## src/rtl/htfc_pkg.sv

```systemverilog
// Shared types, constants and the CRC-8 step for the frame checker.
// No dependencies; imported by htfc_frame and humidity_temp_frame_checker.
package htfc_pkg;

    localparam logic [7:0] CRC_POLY = 8'h31;
    localparam logic [7:0] CRC_INIT = 8'hFF;

    // Byte positions within the six-byte frame.
    localparam logic [2:0] POS_T_HI  = 3'd0;
    localparam logic [2:0] POS_T_LO  = 3'd1;
    localparam logic [2:0] POS_T_CRC = 3'd2;
    localparam logic [2:0] POS_H_HI  = 3'd3;
    localparam logic [2:0] POS_H_LO  = 3'd4;
    localparam logic [2:0] POS_H_CRC = 3'd5;

    // Conversion constants, hundredths of a unit.
    localparam logic [14:0] TEMP_SPAN   = 15'd17500;
    localparam logic [13:0] HUM_SPAN    = 14'd10000;
    localparam logic [15:0] TEMP_OFFSET = 16'd4500;

    localparam logic signed [14:0] TEMP_MIN_RESET = -15'sd2000;
    localparam logic signed [14:0] TEMP_MAX_RESET = 15'sd12500;

    // Configuration register indexes.
    localparam logic CFG_TEMP_MIN = 1'b0;
    localparam logic CFG_TEMP_MAX = 1'b1;

    typedef enum logic [1:0] {
        STATUS_OK      = 2'd0,
        STATUS_CRC_ERR = 2'd1,
        STATUS_RANGE   = 2'd2
    } t_status;

    typedef struct packed {
        logic [15:0] temp_raw;
        logic [15:0] hum_raw;
        logic        crc_ok;
    } t_frame;

    // One byte of CRC-8, MSB first, no final xor.
    function automatic logic [7:0] crc8_byte(input logic [7:0] acc, input logic [7:0] b);
        logic [7:0] r;
        r = acc ^ b;
        for (int k = 0; k < 8; k++) begin
            if (r[7]) begin
                r = {r[6:0], 1'b0} ^ CRC_POLY;
            end else begin
                r = {r[6:0], 1'b0};
            end
        end
        return r;
    endfunction

endpackage

```

## src/rtl/htfc_frame.sv

```systemverilog
// Frame tracker: byte position, running CRC-8 and capture of the two raw words.
// Depends on htfc_pkg; emits one t_frame word when the sixth byte is taken.
module htfc_frame
    import htfc_pkg::*;
(
    input  logic       i_clk,
    input  logic       i_rst_n,
    input  logic       i_accept,
    input  logic [7:0] i_rx_byte,
    input  logic       i_frame_start,
    output logic       o_done,
    output t_frame     o_frame
);

    logic [2:0] r_idx, n_idx;
    logic [7:0] r_crc, n_crc;
    logic       r_t_ok, n_t_ok;
    logic [7:0] r_word [0:3];

    logic [2:0] idx;
    logic [7:0] crc_in;
    logic [7:0] crc_next;
    logic       wr_en;
    logic [1:0] wr_addr;
    logic       done;

    always_comb begin
        // A frame mark or a position past the end restarts at the first byte.
        if (i_frame_start || (r_idx > POS_H_CRC)) begin
            idx    = POS_T_HI;
            crc_in = CRC_INIT;
        end else begin
            idx    = r_idx;
            crc_in = r_crc;
        end
        crc_next = crc8_byte(crc_in, i_rx_byte);

        n_idx   = r_idx;
        n_crc   = r_crc;
        n_t_ok  = r_t_ok;
        wr_en   = 1'b0;
        wr_addr = 2'd0;
        done    = 1'b0;

        if (i_accept) begin
            case (idx)
                POS_T_HI, POS_T_LO: begin
                    wr_en   = 1'b1;
                    wr_addr = idx[1:0];
                    n_crc   = crc_next;
                    n_idx   = idx + 3'd1;
                end
                POS_T_CRC: begin
                    n_t_ok = (crc_in == i_rx_byte);
                    n_crc  = CRC_INIT;
                    n_idx  = POS_H_HI;
                end
                POS_H_HI, POS_H_LO: begin
                    wr_en   = 1'b1;
                    wr_addr = 2'(idx - 3'd1);
                    n_crc   = crc_next;
                    n_idx   = idx + 3'd1;
                end
                default: begin
                    done  = 1'b1;
                    n_crc = CRC_INIT;
                    n_idx = POS_T_HI;
                end
            endcase
        end
    end

    always_ff @(posedge i_clk) begin
        if (!i_rst_n) begin
            r_idx  <= POS_T_HI;
            r_crc  <= CRC_INIT;
            r_t_ok <= 1'b0;
        end else begin
            r_idx  <= n_idx;
            r_crc  <= n_crc;
            r_t_ok <= n_t_ok;
        end
    end

    always_ff @(posedge i_clk) begin
        if (wr_en) begin
            r_word[wr_addr] <= i_rx_byte;
        end
    end

    assign o_done           = done;
    assign o_frame.temp_raw = {r_word[0], r_word[1]};
    assign o_frame.hum_raw  = {r_word[2], r_word[3]};
    assign o_frame.crc_ok   = r_t_ok && (crc_in == i_rx_byte);

endmodule
```

## config.mk

```make
export PLATFORM = sky130hd
export DESIGN_NAME = htfc_frame
export DESIGN_NICKNAME = d
export VERILOG_FILES = /design/src/rtl/htfc_pkg.sv /design/src/rtl/htfc_frame.sv
export SDC_FILE = /design/constraint.sdc
export NUM_CORES = 1
export LEC_CHECK = 0
export BUFFER_PORTS_ARGS = -buffer_cell sky130_fd_sc_hd__buf_2
export CAP_MARGIN = 20
export CELL_PAD_IN_SITES_DETAIL_PLACEMENT = 2
export CELL_PAD_IN_SITES_GLOBAL_PLACEMENT = 2
export CORE_MARGIN = 2
export CORE_UTILIZATION = 30
export CTS_CLUSTER_SIZE = 12
export DETAILED_ROUTE_END_ITERATION = 8
export GPL_ROUTABILITY_DRIVEN = 0
export HOLD_SLACK_MARGIN = 0.02
export PLACE_DENSITY = 0.76
export SLEW_MARGIN = 25
export SYNTH_ARGS = -nofsm -noshare
export SYNTH_HDL_FRONTEND = slang
export SYNTH_SLANG_ARGS = --single-unit
```

## constraint.sdc

```tcl
create_clock -name i_clk -period 4 [get_ports i_clk]
set_input_delay 0 -clock i_clk [delete_from_list [all_inputs] [get_ports i_clk]]
set_output_delay 0 -clock i_clk [all_outputs]
set_load 0.005 [all_outputs]
```

# == Word-level counts from Yosys, hierarchy flattened ==
# Memories as Yosys holds them, arrays and structs flattened.
# Index checks and enable logic that the tools add are counted.
# word_totals
register_bits,12
elab_cells,49
mem_bits_rw,32
in_bits,12
memories,1
out_inout_bits,34
# mem_list
name,words,word_bits,rd,rd_ports_with_merged_regs,write_ports,line,source
r_word,4,8,4,0,1,htfc_frame.sv:18,logic [7:0] r_word [0:3];
# classes
add_sub_neg,2
n_mux,20
bitwise_logic,9
eq_ne,5
magnitude_cmp,1
n_reduce_logical,8
# op_table
operator,n
6-bit 2-to-1 mux,8
3-bit inverter,8
8-bit 2-to-1 mux,2
8-bit equality test,1
8-bit bitwise XOR,1
3-bit by 2-bit equality test with 1-bit output (second input constant),2
1-bit 2-to-1 mux,6
3-bit one-hot mux with 2 select lines,1
5-bit OR reduction,1
2-bit one-hot mux with 2 select lines,1
2-bit OR reduction,2
4-bit OR reduction,1
3-bit by 1-bit adder with 3-bit output (second input constant),1
3-bit by 1-bit equality test with 1-bit output (second input constant),1
3-bit equality test (second input constant),1
3-bit greater-than comparator (second input constant),1
3-bit zero test,1
3-bit 2-to-1 mux,1
2-bit 2-to-1 mux,1
2-bit AND reduction,1
2-bit by 1-bit subtractor with 2-bit output (second input constant),1
1-bit logical AND,1
1-bit logical OR,1

# == Logic depth before layout (Yosys ltp) ==
# Gate-level depths: netlist of run 1.
# logic_depth
depth_word,21
depth_mapped,12
ltp_nobuf,10

# == Worst setup path before layout of run 1 ==
# Ideal clock, no wire load.
# synth_timing
path_kind,reg2reg
from,register r_idx[1]
to,memory r_word[3][0] (enable)
path_stages_with_launch,12
t_arrival_ns,2.304
synth_period_minus_slack_ns,2.689
required_ns,3.615
setup_ns,0.385
n_path_buf,2
setup_slack_ns,1.311
path_cell_list,dfxtp_1 buf_4 buf_2 a21oi_1 nand2_1 inv_1 ha_1 inv_1 nor2_1 a311oi_1 o22ai_1 nor3b_1
# synth_between
elab_chain_len,9
word_cells_on_any_way,17
classes_between,add/sub (1); order compare (1); eq/ne (3); mux (7); reduce/logical (5)
# synth_rtl
element,line,source
from (decl),htfc_frame.sv:15,"logic [2:0] r_idx, n_idx;"
from (signal assigned),htfc_frame.sv:79,r_idx <= n_idx;
3-bit greater-than comparator,htfc_frame.sv:29,if (i_frame_start || (r_idx > POS_H_CRC)) begin
1-bit logical OR,htfc_frame.sv:29,
3-bit 2-to-1 mux *,htfc_frame.sv:29,
"3-bit by 2-bit equality test with 1-bit output, or another cell as far along",htfc_frame.sv:46,case (idx)
4-bit OR reduction (no line),-,
1-bit 2-to-1 mux,htfc_frame.sv:46,
1-bit 2-to-1 mux,htfc_frame.sv:45,if (i_accept) begin
1-bit 2-to-1 mux,htfc_frame.sv:86,if (wr_en) begin
1-bit 2-to-1 mux (not written as such),htfc_frame.sv:87,r_word[wr_addr] <= i_rx_byte;
to (decl),htfc_frame.sv:18,
# Every way passes the cells marked *; elsewhere a longest branch is shown, timed or not.

# == Worst setup path in the final report of run 1 ==
# layout_timing
from,register r_idx[2]
to,memory r_word[0][7] (enable)
# Same word-level chain as after synthesis.

==> results of run 1 <==
[metal layers]
layer	vias to the layer above	track usage, %	share of wire (%)
met3	4	3.21	4.4
met4	0	3.03	0.56
met1	665	19.5	46
met5	-	0	0
met2	44	26.8	49
li1	646	-	-
[power by group]
| part | switching [mW] | total [mW] | internal [mW] |
|---|---|---|---|
| Sequential | 0.0249 | 0.544 | 0.519 |
| Combinational | 0.124 | 0.237 | 0.113 |
| Clock | 0.157 | 0.342 | 0.185 |
[worst max-delay path, cell delays in order, from the launching register on]
cell and delay (ps):
dfxtp_1 820, a21oi_1 250, nand2_1 190, inv_1 80, ha_1 230, inv_1 90, nor2_1 40, a311oi_1 280
o22ai_1 180, a21oi_1 730
[cell usage after synthesis, types with 3 or more instances]
library cell   n
edfxtp_1      32
xnor2_1       12
o22ai_1        7
inv_1          6
dfxtp_1       12
xnor2_2        6
a21oi_1        5
ha_1           3
and3_1         3
nor2_1        10
o21ai_0        3
buf_2          3
nand2_1       11
a211oi_2       7
[through the flow]
step / cell area (um2) / hold slack, ps
finish: 2470 / 213
global route: 2470 / 279
CTS: 2470 / 207
detailed placement: 2270 / 271
global placement: 2270 / 254
floorplan: 1980 / 98.9
[kinds of logic after synthesis]
| group | share of synthesized area (%) |
|---|---|
| adder cells (fa/ha/maj) | 1.89 |
| AND/OR/NAND/NOR | 8.01 |
| flip-flops | 60.5 |
| multiplexers | 0.504 |
| XOR/XNOR | 11.9 |
| AO/OA/AOI/OAI | 13.2 |
| buffers and inverters | 3.97 |
[flip-flops by register name (all words and copies together) (netlist names)]
name    count
r_word     32
r_t_ok      1
r_crc       8
r_idx       3
[layout by cell type (no fill, tap or decap), types with 2 or more instances in the layout]
master | netlist | layout
buf_2 | 3 | 45
edfxtp_1 | 32 | 32
a211oi_2 | 7 | 7
xnor2_2 | 6 | 6
o21ai_0 | 3 | 3
dfxtp_1 | 12 | 12
nor4_1 | 2 | 2
o31a_1 | 2 | 2
and3_1 | 3 | 3
a21oi_1 | 5 | 5
inv_1 | 6 | 6
ha_1 | 3 | 3
nand2_1 | 11 | 11
nor3b_1 | 2 | 2
dlygate4sd3_1 | 0 | 9
buf_4 | 1 | 3
clkbuf_8 | 0 | 5
nand3_1 | 2 | 2
xnor2_1 | 12 | 12
a22oi_1 | 2 | 2
nor2_1 | 10 | 10
o22ai_1 | 7 | 7
[layout make-up]
class	instances	area (um2)	area share [%]
Multi-Input combinational cell	89	704	28.5
Tap cell	77	96.3	3.89
Inverter	6	22.5	0.910
Clock buffer	5	68.8	2.78
Clock inverter	3	42.5	1.72
Sequential cell	44	1200	48.6
Timing Repair Buffer	57	338	13.7
[path summary, 6_finish.rpt]
kind	startpoint	endpoint	slack (ps)	depth (start not counted)
setup / recovery	r_idx[2]$_SDFFE_PN0P_	r_word[0][7]$_DFFE_PP_	750	9
hold / removal	i_accept	r_idx[0]$_SDFFE_PN0P_	210	3
setup reg to reg	r_idx[2]$_SDFFE_PN0P_	r_word[0][7]$_DFFE_PP_	750	9
hold reg to reg	r_t_ok$_SDFFE_PN0P_	r_t_ok$_SDFFE_PN0P_	470	2
[what timing repair did]
action / in CTS / in global routing
hold buffers: 9 / 0
buffers inserted: 0 / 0
hold endpoints to repair: 39 / 0
==> impl_results.md, run 1 <==
* Core Area at 6390 um2
* Setup TNS at 0 ps
* Post-synth EDFFs at 32
* Vias per cell at 4.84
* Placed insts at ~260
* Fin cells at 281
* Critical Path RT at 3930 ps
* Residual DRC count at 0
* Worst slack, placed at 725 ps
* P_leak at between 0.9 and 1 nW
* Setup slack after layout at 745 ps
* Crit path capture type: flip-flop
* Post-synthesis cell count at 148
* WS Path Type: flip-flop to flip-flop
* Post-Synthesis Cell Area at between 1500 and 2000 um2
* Slew margin rel. at a little over two fifths
* Initial antenna violation count at 0
* Max Fclk at ~310 MHz
* Top FF cell, synth: edfxtp_1
* GRT Total Usage at 15.3%
* Layout cell share with drive strength beyond 1 at 35.3%
* CP max FO at 18
* Area delta synth->final at 24.7%
* Bufs on Longest Clock Path at 2
* Final Hold Viols at 0
* Die ar. at 7280 um2
* Nets at about 220
* Final setup skew at 6.13 ps
* CP Launch Type: flip-flop
* Total Wirelength at 5320 um
* Flops & latches, synth at 44
* Synth Net Count at 163
* Worst-case vdd ir drop at 193 uV
* Unrepaired setup endpoints after global routing: no
* Post-synth cell types at 35
* Num CTS Buffers at 5
* Row count at 29
* Clock root buffer: clkbuf_8
* Seq/Total Area, Yosys at between 60% and 70%
* First drt pass iteration count at 4
* Number of I/O pins at 46
* CTS resizes at 0
* Top-area cell type share of the netlist area at 48.4%
* Largest cells by area after synthesis: edfxtp_1 48%, dfxtp_1 12%, xnor2_1 5.3%, xnor2_2 4.9%, a211oi_2 4.4%
* Vias in the first global route at 1509
* Clock latency on the worst-skew pair at 300 ps
* Die extent in x at 85.3 um
* Async SR Flop Fraction at 0%
* Filler Cell Count at ~670
* Slew at the pin closest to its max-slew limit at 863 ps
* Yosys warns at 0
* Final setup fails at 0
* Overall die height at 85.3 um
* Starting DRT DRC Count at 47
* Post-layout util at 38.7%
* First-pass GRT wire length at 8380 um
* H-tree depth at 2
* Initial core utilization at 31.1%
* Largest area contributor in the netlist: edfxtp_1
* Routed wire per std cell at 18.9 um
* Minimum clock period at 3250 ps
* Antenna viol nets, final at 0
* Clock slew at reported path FFs at 90 ps
* Share of the clock period used by the worst path at 81.4%
* Outcome: finished, final reports clean
* PortBufs at between 40 and 50
* Total congestion overflow at 0
* Pwr Total at 1.12 mW
* CTS tree: yes
* Largest net degree at the start of global routing at 20
* Ant diodes at 0
* Clk sinks at 44
* Post-Syn Area per Cell at 13.4 um2
* Arrival @ worst endpoint at 3180 ps
* Slew Limit Fails at 0
* Max_cap viols at 0
* Pwr Density at 454 nW/um2
* Via count at approximately 1400
* DP HPWL at 3860 um
* Hold crit path type: primary input to flip-flop
No activity file was read; power rests on OpenSTA's default activity.
==> run 2: changes to the inputs <==
--- a/config.mk
+++ b/config.mk
@@ -15,7 +15,7 @@
 export DETAILED_ROUTE_END_ITERATION = 8
 export GPL_ROUTABILITY_DRIVEN = 0
 export HOLD_SLACK_MARGIN = 0.02
-export PLACE_DENSITY = 0.76
+export PLACE_DENSITY = 0.79
 export SLEW_MARGIN = 25
 export SYNTH_ARGS = -nofsm -noshare
 export SYNTH_HDL_FRONTEND = slang
==> constraint.sdc (replaced) <==
create_clock -name i_clk -period 2.9 [get_ports i_clk]
set_input_delay 0 -clock i_clk [delete_from_list [all_inputs] [get_ports i_clk]]
set_output_delay 0 -clock i_clk [all_outputs]
set_load 0.005 [all_outputs]
==> run 2 against run 1 <==
Net effect: register-to-register slack worse by 180 ps; core utilization is 0.80 points higher; non-clock buffer count is 4 higher; global-route usage is 0.29 points higher; sequential power is 37% higher; via count is 3.1% higher; highest routed layer unchanged.
==> impl_results.md, run 2 (same netlist as run 1, synthesis figures left out) <==
* Outcome: finished, final reports clean (unchanged)
* Placed Area at 2300 um2 (was 2270 um2)
* Logic pwr share at 20.4% (was 21.1%)
* Sw Share at 25.3% (was 27.2%)
* Overall die height at 85.3 um (unchanged)
* Footprint of the multi-input gates at 704 um2 (unchanged)
* Layout cell share with drive strength beyond 1 at 36.5% (was 35.3%)
* Max reg flops at 32 (unchanged)
* Nets at 222 (was 218)
* Share of the clock period used by the worst path at 80.6% (was 81.4%)
* Hold crit path type: primary input to flip-flop (unchanged)
* First drt pass iteration count at 4 (unchanged)
* Minimum clock period at 2340 ps (was 3250 ps)
* Clk sinks at 44 (unchanged)
* Pwr Total at 1.63 mW (was 1.12 mW)
* Max_cap viols at 0 (unchanged)
* PortBufs at 45 (unchanged)
* Fin cells at 285 (was 281)
* CP Launch Point: r_idx[2]$_SDFFE_PN0P_ (unchanged)
* Hold Path Origin: i_accept (unchanged)
* Min Hold Slack at 201 ps (was 213 ps)
* Setup slack after layout at 562 ps (was 745 ps)
* Arrival @ worst endpoint at 2340 ps (was 3180 ps)
* P_leak at 0.966 nW (was 0.936 nW)
* Routed wire per std cell at 19.2 um (was 18.9 um)
* GRT Total Usage at 15.6% (was 15.3%)
* Clock root buffer: clkbuf_8 (unchanged)
* Post-layout util at 39.5% (was 38.7%)
* Ant diodes at 0 (unchanged)
* Number of I/O pins at 46 (unchanged)
* Core Area at 6390 um2 (unchanged)
* Final instance area at 2520 um2 (was 2470 um2)
* Largest net degree at the start of global routing at 20 (unchanged)
* CTS resizes at 0 (unchanged)
* Most common library cell in the layout ignoring fill and taps: buf_2 (unchanged)
* Total Wirelength at 5460 um (was 5320 um)
* Sequential power share at 45.5% (was 48.4%)
* Worst-case vdd ir drop at 236 uV (was 193 uV)
* Largest regs: r_word (32), r_crc (8), r_idx (3) (unchanged)
* Starting DRT DRC Count at 40 (was 47)
* Final setup fails at 0 (unchanged)
* CP max FO at 8 (was 18)
* Row count at 29 (unchanged)
* Initial core utilization at 31.1% (unchanged)
* Vias in the first global route at 1563 (was 1509)
* Reg2Reg Launch Point: r_idx[2]$_SDFFE_PN0P_ (unchanged)
* CTS Hold Bufs at 8 (was 9)
* Setup TNS at 0 ps (unchanged)
* Worst slack, placed at 557 ps (was 725 ps)
* Max Fclk at 428 MHz (was 307 MHz)
* Die extent in x at 85.3 um (unchanged)
* Unrepaired setup endpoints after global routing: no (unchanged)
* Placed insts at 268 (was 264)
* CP Launch Type: flip-flop (unchanged)
* Critical Path RT at 2900 ps (was 3930 ps)
* CTS tree: yes (unchanged)
* Clock Power Share at 34.1% (was 30.4%)
* Slew margin rel. at 66.3% (was 42.5%)
* DP HPWL at 4120 um (was 3860 um)
* Slew at the pin closest to its max-slew limit at 501 ps (was 863 ps)
* Register area at 1200 um2 (unchanged)
* WS Path Type: flip-flop to flip-flop (unchanged)
* Antenna viol nets, final at 0 (unchanged)
* Pwr Density at 647 nW/um2 (was 454 nW/um2)
* Slew Limit Fails at 0 (unchanged)
* Post-CTS Setup Bufs at 0 (unchanged)
* Bufs on Longest Clock Path at 2 (unchanged)
* Via count at 1401 (was 1359)
* Clock latency on the worst-skew pair at 290 ps (was 300 ps)
* Vias per cell at 4.92 (was 4.84)
* Clock slew at reported path FFs at 80 ps (was 90 ps)
* Residual DRC count at 0 (unchanged)
* Crit path capture type: flip-flop (unchanged)
* Total congestion overflow at 0 (unchanged)
* Final Hold Viols at 0 (unchanged)
* H-tree depth at 2 (unchanged)
* P_sw at 0.413 mW (was 0.306 mW)
* Filler Cell Count at 681 (was 672)
* First-pass GRT wire length at 8750 um (was 8380 um)
* Final setup skew at 5.66 ps (was 6.13 ps)
* Most frequent cells in the layout: 45 x buf_2, 32 x edfxtp_1, 12 x xnor2_1, 12 x dfxtp_1, 11 x nand2_1 (unchanged)
* Initial antenna violation count at 0 (unchanged)
* Register name with the most flops: r_word (unchanged)
* Area delta synth->final at 27.2% (was 24.7%)
* Num CTS Buffers at 5 (unchanged)
* Internal power at 1.22 mW (was 0.817 mW)
* Die ar. at 7280 um2 (unchanged)
[run 2: critical path, cell delays in order, from the launching register on]
cell,delay [ps]
dfxtp_1,320
a21oi_1,270
nand2_1,150
inv_1,100
ha_1,230
inv_1,80
nor2_1,90
a311oi_1,60
o22ai_1,290
nor3b_1,230
buf_4,220
[run 2: cell type report]
| type | count | area share (%) |
|---|---|---|
| clock inverters | 2 | 2.38 |
| inverters | 6 | 0.892 |
| well taps | 77 | 3.82 |
| clock buffers | 6 | 2.87 |
| multi-input cells | 89 | 27.9 |
| repair buffers | 61 | 14.6 |
| flip-flops and latches | 44 | 47.6 |
[run 2: worst paths after layout]
kind,to,slack (ps),cells past startpoint
worst max-delay path,r_word[3][2]$_DFFE_PP_,560,10
worst min-delay path,r_crc[4]$_SDFFE_PN1P_,200,3
worst max register to register,r_word[3][2]$_DFFE_PP_,560,10
worst min register to register,r_t_ok$_SDFFE_PN0P_,470,2
[run 2: power groups by stage]
| stage | Sequential, mW | Clock, mW | Combinational, mW |
|---|---|---|---|
| after CTS | 0.744 | 0.571 | 0.336 |
| after global placement | 0.754 | 0 | 0.311 |
| final | 0.743 | 0.557 | 0.334 |
| after global routing | 0.747 | 0.595 | 0.367 |
| after detailed placement | 0.758 | 0 | 0.322 |
| after floorplan | 0.752 | 0 | 0.240 |
[run 2: metal layers]
| metal | GRT usage (%) | share of wire, % | vias up |
|---|---|---|---|
| met4 | 1.73 | 0.15 | 0 |
| met3 | 3.50 | 4.4 | 2 |
| li1 | - | - | 653 |
| met1 | 20.0 | 45 | 705 |
| met5 | 0 | 0 | - |
| met2 | 27.6 | 50 | 41 |
